## config.mk

```make
export PLATFORM = sky130hd
export DESIGN_NAME = tems_front
export DESIGN_NICKNAME = d
export VERILOG_FILES = /design/src/sv/tems_pkg.sv /design/src/sv/tems_fifo.sv /design/src/sv/tems_front.sv
export SDC_FILE = /design/constraint.sdc
export NUM_CORES = 1
export LEC_CHECK = 0
export ABC_AREA = 1
export BUFFER_PORTS_ARGS = -buffer_cell sky130_fd_sc_hd__buf_4
export CAP_MARGIN = 10
export CORE_MARGIN = 2
export CORE_UTILIZATION = 55
export DETAILED_ROUTE_END_ITERATION = 8
export PLACE_DENSITY = 0.82
export REMOVE_ABC_BUFFERS = 1
export SYNTH_ARGS = -nofsm -noshare
export SYNTH_HDL_FRONTEND = slang
export SYNTH_SLANG_ARGS = --single-unit
```

## constraint.sdc

```tcl
create_clock -name clk_i -period 7.1 [get_ports clk_i]
set_input_delay 0.71 -clock clk_i [delete_from_list [all_inputs] [get_ports clk_i]]
set_output_delay 0.71 -clock clk_i [all_outputs]
set_load 0.005 [all_outputs]
```

## src/sv/tems_pkg.sv

```systemverilog
// Shared types, constants and the search-order function of the TLB lookup block.
package tems_pkg;

  localparam int NUM_ENTRIES = 48;
  localparam int ACT_W = 2;
  localparam int IDX_W = 6;
  localparam int VPN2_W = 19;
  localparam int ADDR_W = 32;
  localparam int PAGE_SHIFT = 13;
  localparam int SPR_SHIFT = 14;
  localparam int GROUP_W = 8;
  localparam int NUM_GROUPS = NUM_ENTRIES / GROUP_W;
  localparam int GROUP_POS_W = 3;

  localparam int DEF_CMD_DEPTH = 2;
  localparam int DEF_RES_DEPTH = 4;

  localparam logic [ACT_W-1:0] ACT_WRITE = 2'd0;
  localparam logic [ACT_W-1:0] ACT_READ = 2'd1;
  localparam logic [ACT_W-1:0] ACT_LOOKUP = 2'd2;

  typedef enum logic [1:0] {
    OP_WRITE,
    OP_READ,
    OP_LOOKUP,
    OP_NONE
  } cmd_op_e;

  // word carries the mask of a write or the address of a lookup
  typedef struct packed {
    cmd_op_e             op;
    logic [IDX_W-1:0]    index;
    logic                spr;
    logic [VPN2_W-1:0]   vpn2;
    logic [ADDR_W-1:0]   word;
  } cmd_t;

  typedef struct packed {
    logic                hit;
    logic [IDX_W-1:0]    match_index;
    logic                spr;
    logic [VPN2_W-1:0]   vpn2;
    logic [ADDR_W-1:0]   mask;
  } res_t;

  // Slot checked at position k of the priority order: 0, 13..30, 1..12, 31..47.
  function automatic logic [IDX_W-1:0] search_slot(input logic [IDX_W-1:0] k);
    logic [IDX_W-1:0] slot;
    if (k == '0) begin
      slot = '0;
    end else if (k <= IDX_W'(18)) begin
      slot = k + IDX_W'(12);
    end else if (k <= IDX_W'(30)) begin
      slot = k - IDX_W'(18);
    end else begin
      slot = k;
    end
    return slot;
  endfunction

endpackage

```

## src/sv/tems_fifo.sv

```systemverilog
// Small synchronous queue with push/full and pop/empty sides and an occupancy count.
module tems_fifo #(
  parameter int WIDTH = 8,
  parameter int DEPTH = 2
) (
  input  logic                       clk_i,
  input  logic                       rst_ni,
  input  logic                       push_i,
  input  logic [WIDTH-1:0]           data_i,
  output logic                       full_o,
  input  logic                       pop_i,
  output logic [WIDTH-1:0]           data_o,
  output logic                       empty_o,
  output logic [$clog2(DEPTH+1)-1:0] count_o
);

  localparam int PTR_W = (DEPTH > 1) ? $clog2(DEPTH) : 1;
  localparam int CNT_W = $clog2(DEPTH+1);

  logic [WIDTH-1:0] store_q [DEPTH];
  logic [PTR_W-1:0] wr_ptr_q, wr_ptr_d;
  logic [PTR_W-1:0] rd_ptr_q, rd_ptr_d;
  logic [CNT_W-1:0] count_q, count_d;
  logic             do_push, do_pop;

  assign full_o  = (count_q == CNT_W'(DEPTH));
  assign empty_o = (count_q == '0);
  assign count_o = count_q;
  assign data_o  = store_q[rd_ptr_q];
  assign do_push = push_i && !full_o;
  assign do_pop  = pop_i && !empty_o;

  always_comb begin
    wr_ptr_d = wr_ptr_q;
    rd_ptr_d = rd_ptr_q;
    count_d  = count_q;
    if (do_push) begin
      wr_ptr_d = (wr_ptr_q == PTR_W'(DEPTH-1)) ? '0 : wr_ptr_q + PTR_W'(1);
    end
    if (do_pop) begin
      rd_ptr_d = (rd_ptr_q == PTR_W'(DEPTH-1)) ? '0 : rd_ptr_q + PTR_W'(1);
    end
    if (do_push && !do_pop) begin
      count_d = count_q + CNT_W'(1);
    end else if (do_pop && !do_push) begin
      count_d = count_q - CNT_W'(1);
    end
  end

  always_ff @(posedge clk_i or negedge rst_ni) begin
    if (!rst_ni) begin
      wr_ptr_q <= '0;
      rd_ptr_q <= '0;
      count_q  <= '0;
    end else begin
      wr_ptr_q <= wr_ptr_d;
      rd_ptr_q <= rd_ptr_d;
      count_q  <= count_d;
    end
  end

  always_ff @(posedge clk_i) begin
    if (do_push) begin
      store_q[wr_ptr_q] <= data_i;
    end
  end

endmodule

```

## src/sv/tems_front.sv

```systemverilog
// Front end: takes input beats, classifies the action and queues commands for the table.
module tems_front #(
  parameter int CMD_DEPTH = tems_pkg::DEF_CMD_DEPTH
) (
  input  logic                          clk_i,
  input  logic                          rst_ni,
  input  logic                          push_i,
  output logic                          full_o,
  input  logic [tems_pkg::ACT_W-1:0]    action_i,
  input  logic [tems_pkg::IDX_W-1:0]    entry_index_i,
  input  logic                          entry_spr_i,
  input  logic [tems_pkg::VPN2_W-1:0]   entry_vpn2_i,
  input  logic [tems_pkg::ADDR_W-1:0]   entry_mask_i,
  input  logic [tems_pkg::ADDR_W-1:0]   virtual_address_i,
  output tems_pkg::cmd_t                cmd_o,
  output logic                          cmd_empty_o,
  input  logic                          cmd_pop_i
);

  localparam int CMD_W = $bits(tems_pkg::cmd_t);

  tems_pkg::cmd_t   cmd_in;
  logic             idx_ok;
  logic [CMD_W-1:0] cmd_bits;

  assign idx_ok = (entry_index_i < tems_pkg::IDX_W'(tems_pkg::NUM_ENTRIES));

  // Out-of-range slots and the unused code turn into a no-op that answers zero.
  always_comb begin
    cmd_in.index = entry_index_i;
    cmd_in.spr   = entry_spr_i;
    cmd_in.vpn2  = entry_vpn2_i;
    cmd_in.word  = entry_mask_i;
    unique case (action_i)
      tems_pkg::ACT_WRITE: begin
        cmd_in.op = idx_ok ? tems_pkg::OP_WRITE : tems_pkg::OP_NONE;
      end
      tems_pkg::ACT_READ: begin
        cmd_in.op = idx_ok ? tems_pkg::OP_READ : tems_pkg::OP_NONE;
      end
      tems_pkg::ACT_LOOKUP: begin
        cmd_in.op   = tems_pkg::OP_LOOKUP;
        cmd_in.word = virtual_address_i;
      end
      default: begin
        cmd_in.op = tems_pkg::OP_NONE;
      end
    endcase
  end

  tems_fifo #(
    .WIDTH(CMD_W),
    .DEPTH(CMD_DEPTH)
  ) u_cmd_fifo (
    .clk_i  (clk_i),
    .rst_ni (rst_ni),
    .push_i (push_i),
    .data_i (cmd_in),
    .full_o (full_o),
    .pop_i  (cmd_pop_i),
    .data_o (cmd_bits),
    .empty_o(cmd_empty_o),
    .count_o()
  );

  assign cmd_o = tems_pkg::cmd_t'(cmd_bits);

endmodule

```

==> impl_metrics.csv <==
group,metric,value,unit
routing,drtIter0Drc,208,
floorplanning,io-pin-count,158,
yosys,synth_top_area_cell,"edfxtp_1",
global_route,antenna_found_initial,0,
routing,avgViaCountPerCell,5.18,
cts,cts_tree,"built",
floorplanning,floorplan.die_area,0.0100,sq mm
timing,finalSetupViolCount,0,
yosys,ys_seq_elements,124,
worst_setup_path,cp.arrival,2.59,ns
global_route,grt_util_all_layers,0.228,
timing,tightest_slew,1.14,ns
timing,finalSetupTns,0,ns
worst_setup_path,required,6.39,ns
global_route,grt.overflow.total,0,
cts,clock_path_buffers,2,
timing,hold_violations,0,
yosys,synth_edf_count,120,
cts,insertion_delay,0.50,ns
cts,cts-htree-levels,4,
place,hpwlAfterDp,6970,um
cts,cts-resized-gates,0,
routing,ant_nets,0,
yosys,seq_area_frac_synth,0.728,
routing,drcViolationCount,0,
worst_setup_path,crit_fanout,62,
power,leakagePower,3.11,nW
yosys,post_synth_xor_area_fraction,0.00172,
place,place.gp.congestion,0.789,
yosys,syn_area,0.00509,sq mm
place,dpl_cell_area,0.00629,sq mm
timing,relSlewSlack,0.242,
global_route,grt_pass1_wl,17300,um
timing,fmax,303,MHz
power,power_density,386,mW/mm^2
routing,wl_per_cell,15.4,um
power,ir_drop,0.166,mV
yosys,synthCells,457,
cts,clk_pin_slew,0.06,ns
yosys,synth_cell_type_count,17,
cts,cts_inserted_buffers,17,
yosys,ys.flop_type,"edfxtp_1",
yosys,synthAdderAreaFrac,0.00246,
cells_and_area,drive_gt1_frac,0.318,
yosys,yosysWarnings,0,
timing,finalCriticalPeriod,3.30,ns
worst_setup_path,end_kind,"output pin",
yosys,synthArstFlopShare,0.0323,
cells_and_area,fin_area,0.00683,sq mm
global_route,grt_pass1_vias,3729,
yosys,synth-simple-area-share,0.229,
cells_and_area,num_antenna_cells,0,
cells_and_area,area_growth,34.2,%
run,cap_violations,0,
status,run_status,"finished clean",
cts,clock-sinks,124,
worst_setup_path,start_kind,"flip-flop",
timing,post-route-period-util,0.464,
worst_setup_path,critPathKind,"flip-flop to output pin",
floorplanning,start_util,0.559,
floorplanning,die_x,100,um
floorplanning,rows,35,
floorplanning,fp.dieH,100,um
routing,routed_wl,11400,um
min_path,hp-class,"primary input to flip-flop",
yosys,synth.mux.area_fraction,0,
timing,fin_skew,0.00504,ns
global_route,grt_max_degree,63,
yosys,yosysMostFrequentCell,"nand2_1",
yosys,synth_top_area_share,0.708,
yosys,ys_top_cells_by_count,"nand2_1 (255), edfxtp_1 (120), nand3_1 (33)",
power,total_power,2.64,mW
routing,firstDrtPassIters,5,
cts,clock-root-buffer,"clkbuf_8",
cells_and_area,nets,710,
routing,route.vias.total,3815,
timing,holdWs,0.390,ns
yosys,avgSynthCellArea,11.1,sq um
yosys,synth_compound_area_frac,0.00295,
yosys,synth_top_family_by_area,"simple AND/OR/NAND/NOR gates",
yosys,synth.area.top_cells,"edfxtp_1 (71%), nand2_1 (19%), nand3_1 (3.2%)",
timing,slew_violations,0,
floorplanning,core,0.00911,sq mm
timing,rsz0062_at_grt,"false",
place,portBuffers,157,
## power by group
group / total, mW / internal (mW) / switching, mW / leakage [nW]
clock network: 0.753 / 0.433 / 0.320 / 0.253
registers: 1.11 / 1.01 / 0.103 / 1.17
logic: 0.775 / 0.356 / 0.419 / 1.69
total: 2.64 / 1.80 / 0.841 / 3.11
## final cells by class
class,count,area (sq um)
fill,607,2280
inverter,10,40.0
clock inverter,15,118
sequential,124,3700
clock buffer,17,414
timing repair buffer,160,1200
multi-input combinational,300,1210
tap,111,139
## placed cells by master, fill, tap and decap left out, drive strengths merged
master       count
buf            159
clkbuf          17
clkinv           6
clkinvlp         4
dfrtp            4
dlygate4sd3      1
edfxtp         120
ha               1
inv             15
nand2          256
nand3           33
nand3b           1
nand4            1
nor2             4
o21ai            3
xnor2            1
## routing by layer
metal | wire (um) | track usage | vias to the layer above | share of wire
met2 | 5990 | 0.391 | 189 | 0.53
met4 | 181 | 0.0927 | 0 | 0.016
met3 | 899 | 0.0571 | 20 | 0.079
met5 | 0 | 0 | - | 0
li1 | - | - | 1834 | -
met1 | 4290 | 0.276 | 1772 | 0.38
## critical path, cell delays in order, from the launching register on
cell	delay [ns]
dfrtp_2	1.12
inv_4	0.52
nand2_1	0.19
nand2_1	0.08
buf_4	0.14
## final timing paths
path	from	endpoint	slack [ns]	cells past startpoint
max	u_cmd_fifo.rd_ptr_q$_DFFE_PN0P_	cmd_o[44]	3.80	4
min	entry_vpn2_i[9]	u_cmd_fifo.store_q[1][41]$_DFFE_PP_	0.39	1
max reg2reg	u_cmd_fifo.rd_ptr_q$_DFFE_PN0P_	u_cmd_fifo.rd_ptr_q$_DFFE_PN0P_	5.02	3
min reg2reg	u_cmd_fifo.wr_ptr_q$_DFFE_PN0N_	u_cmd_fifo.wr_ptr_q$_DFFE_PN0N_	0.52	2
max in group asynchronous	rst_ni	u_cmd_fifo.rd_ptr_q$_DFFE_PN0P_	6.43	2
min in group asynchronous	rst_ni	u_cmd_fifo.count_o[1]$_DFFE_PN0P_	0.55	2
## what timing repair did
| action | CTS | global route |
|---|---|---|
| buffers inserted | 0 | 0 |
| hold endpoints to repair | 4 | 0 |
| hold buffers | 1 | 0 |
| endpoints found under the setup margin | 0 | 0 |
## sequential cells by signal, indices dropped and copies added (netlist names)
name	cells
u_cmd_fifo.rd_ptr_q	1
u_cmd_fifo.count_o	2
u_cmd_fifo.wr_ptr_q	1
u_cmd_fifo.store_q	120
## metrics by stage
step | cells | worst slack, ns | utilization
2_1_floorplan | 434 | 3.29 | -
3_3_place_gp | 704 | 4.35 | 0.690
3_5_place_dp | 704 | 4.29 | 0.690
4_1_cts | 737 | 3.75 | 0.750
5_1_grt | 737 | 3.57 | 0.750
6_report | 737 | 3.80 | 0.750
## kinds of logic (layout without fill, tap and decap cells)
kind of cell	Yosys count	count (layout)
xor+xnor	1	1
buf+inv	33	202
compound gates	3	3
fa+ha+maj	1	1
flops	124	124
simple gates	295	295
(Power assumes the default switching activity.)
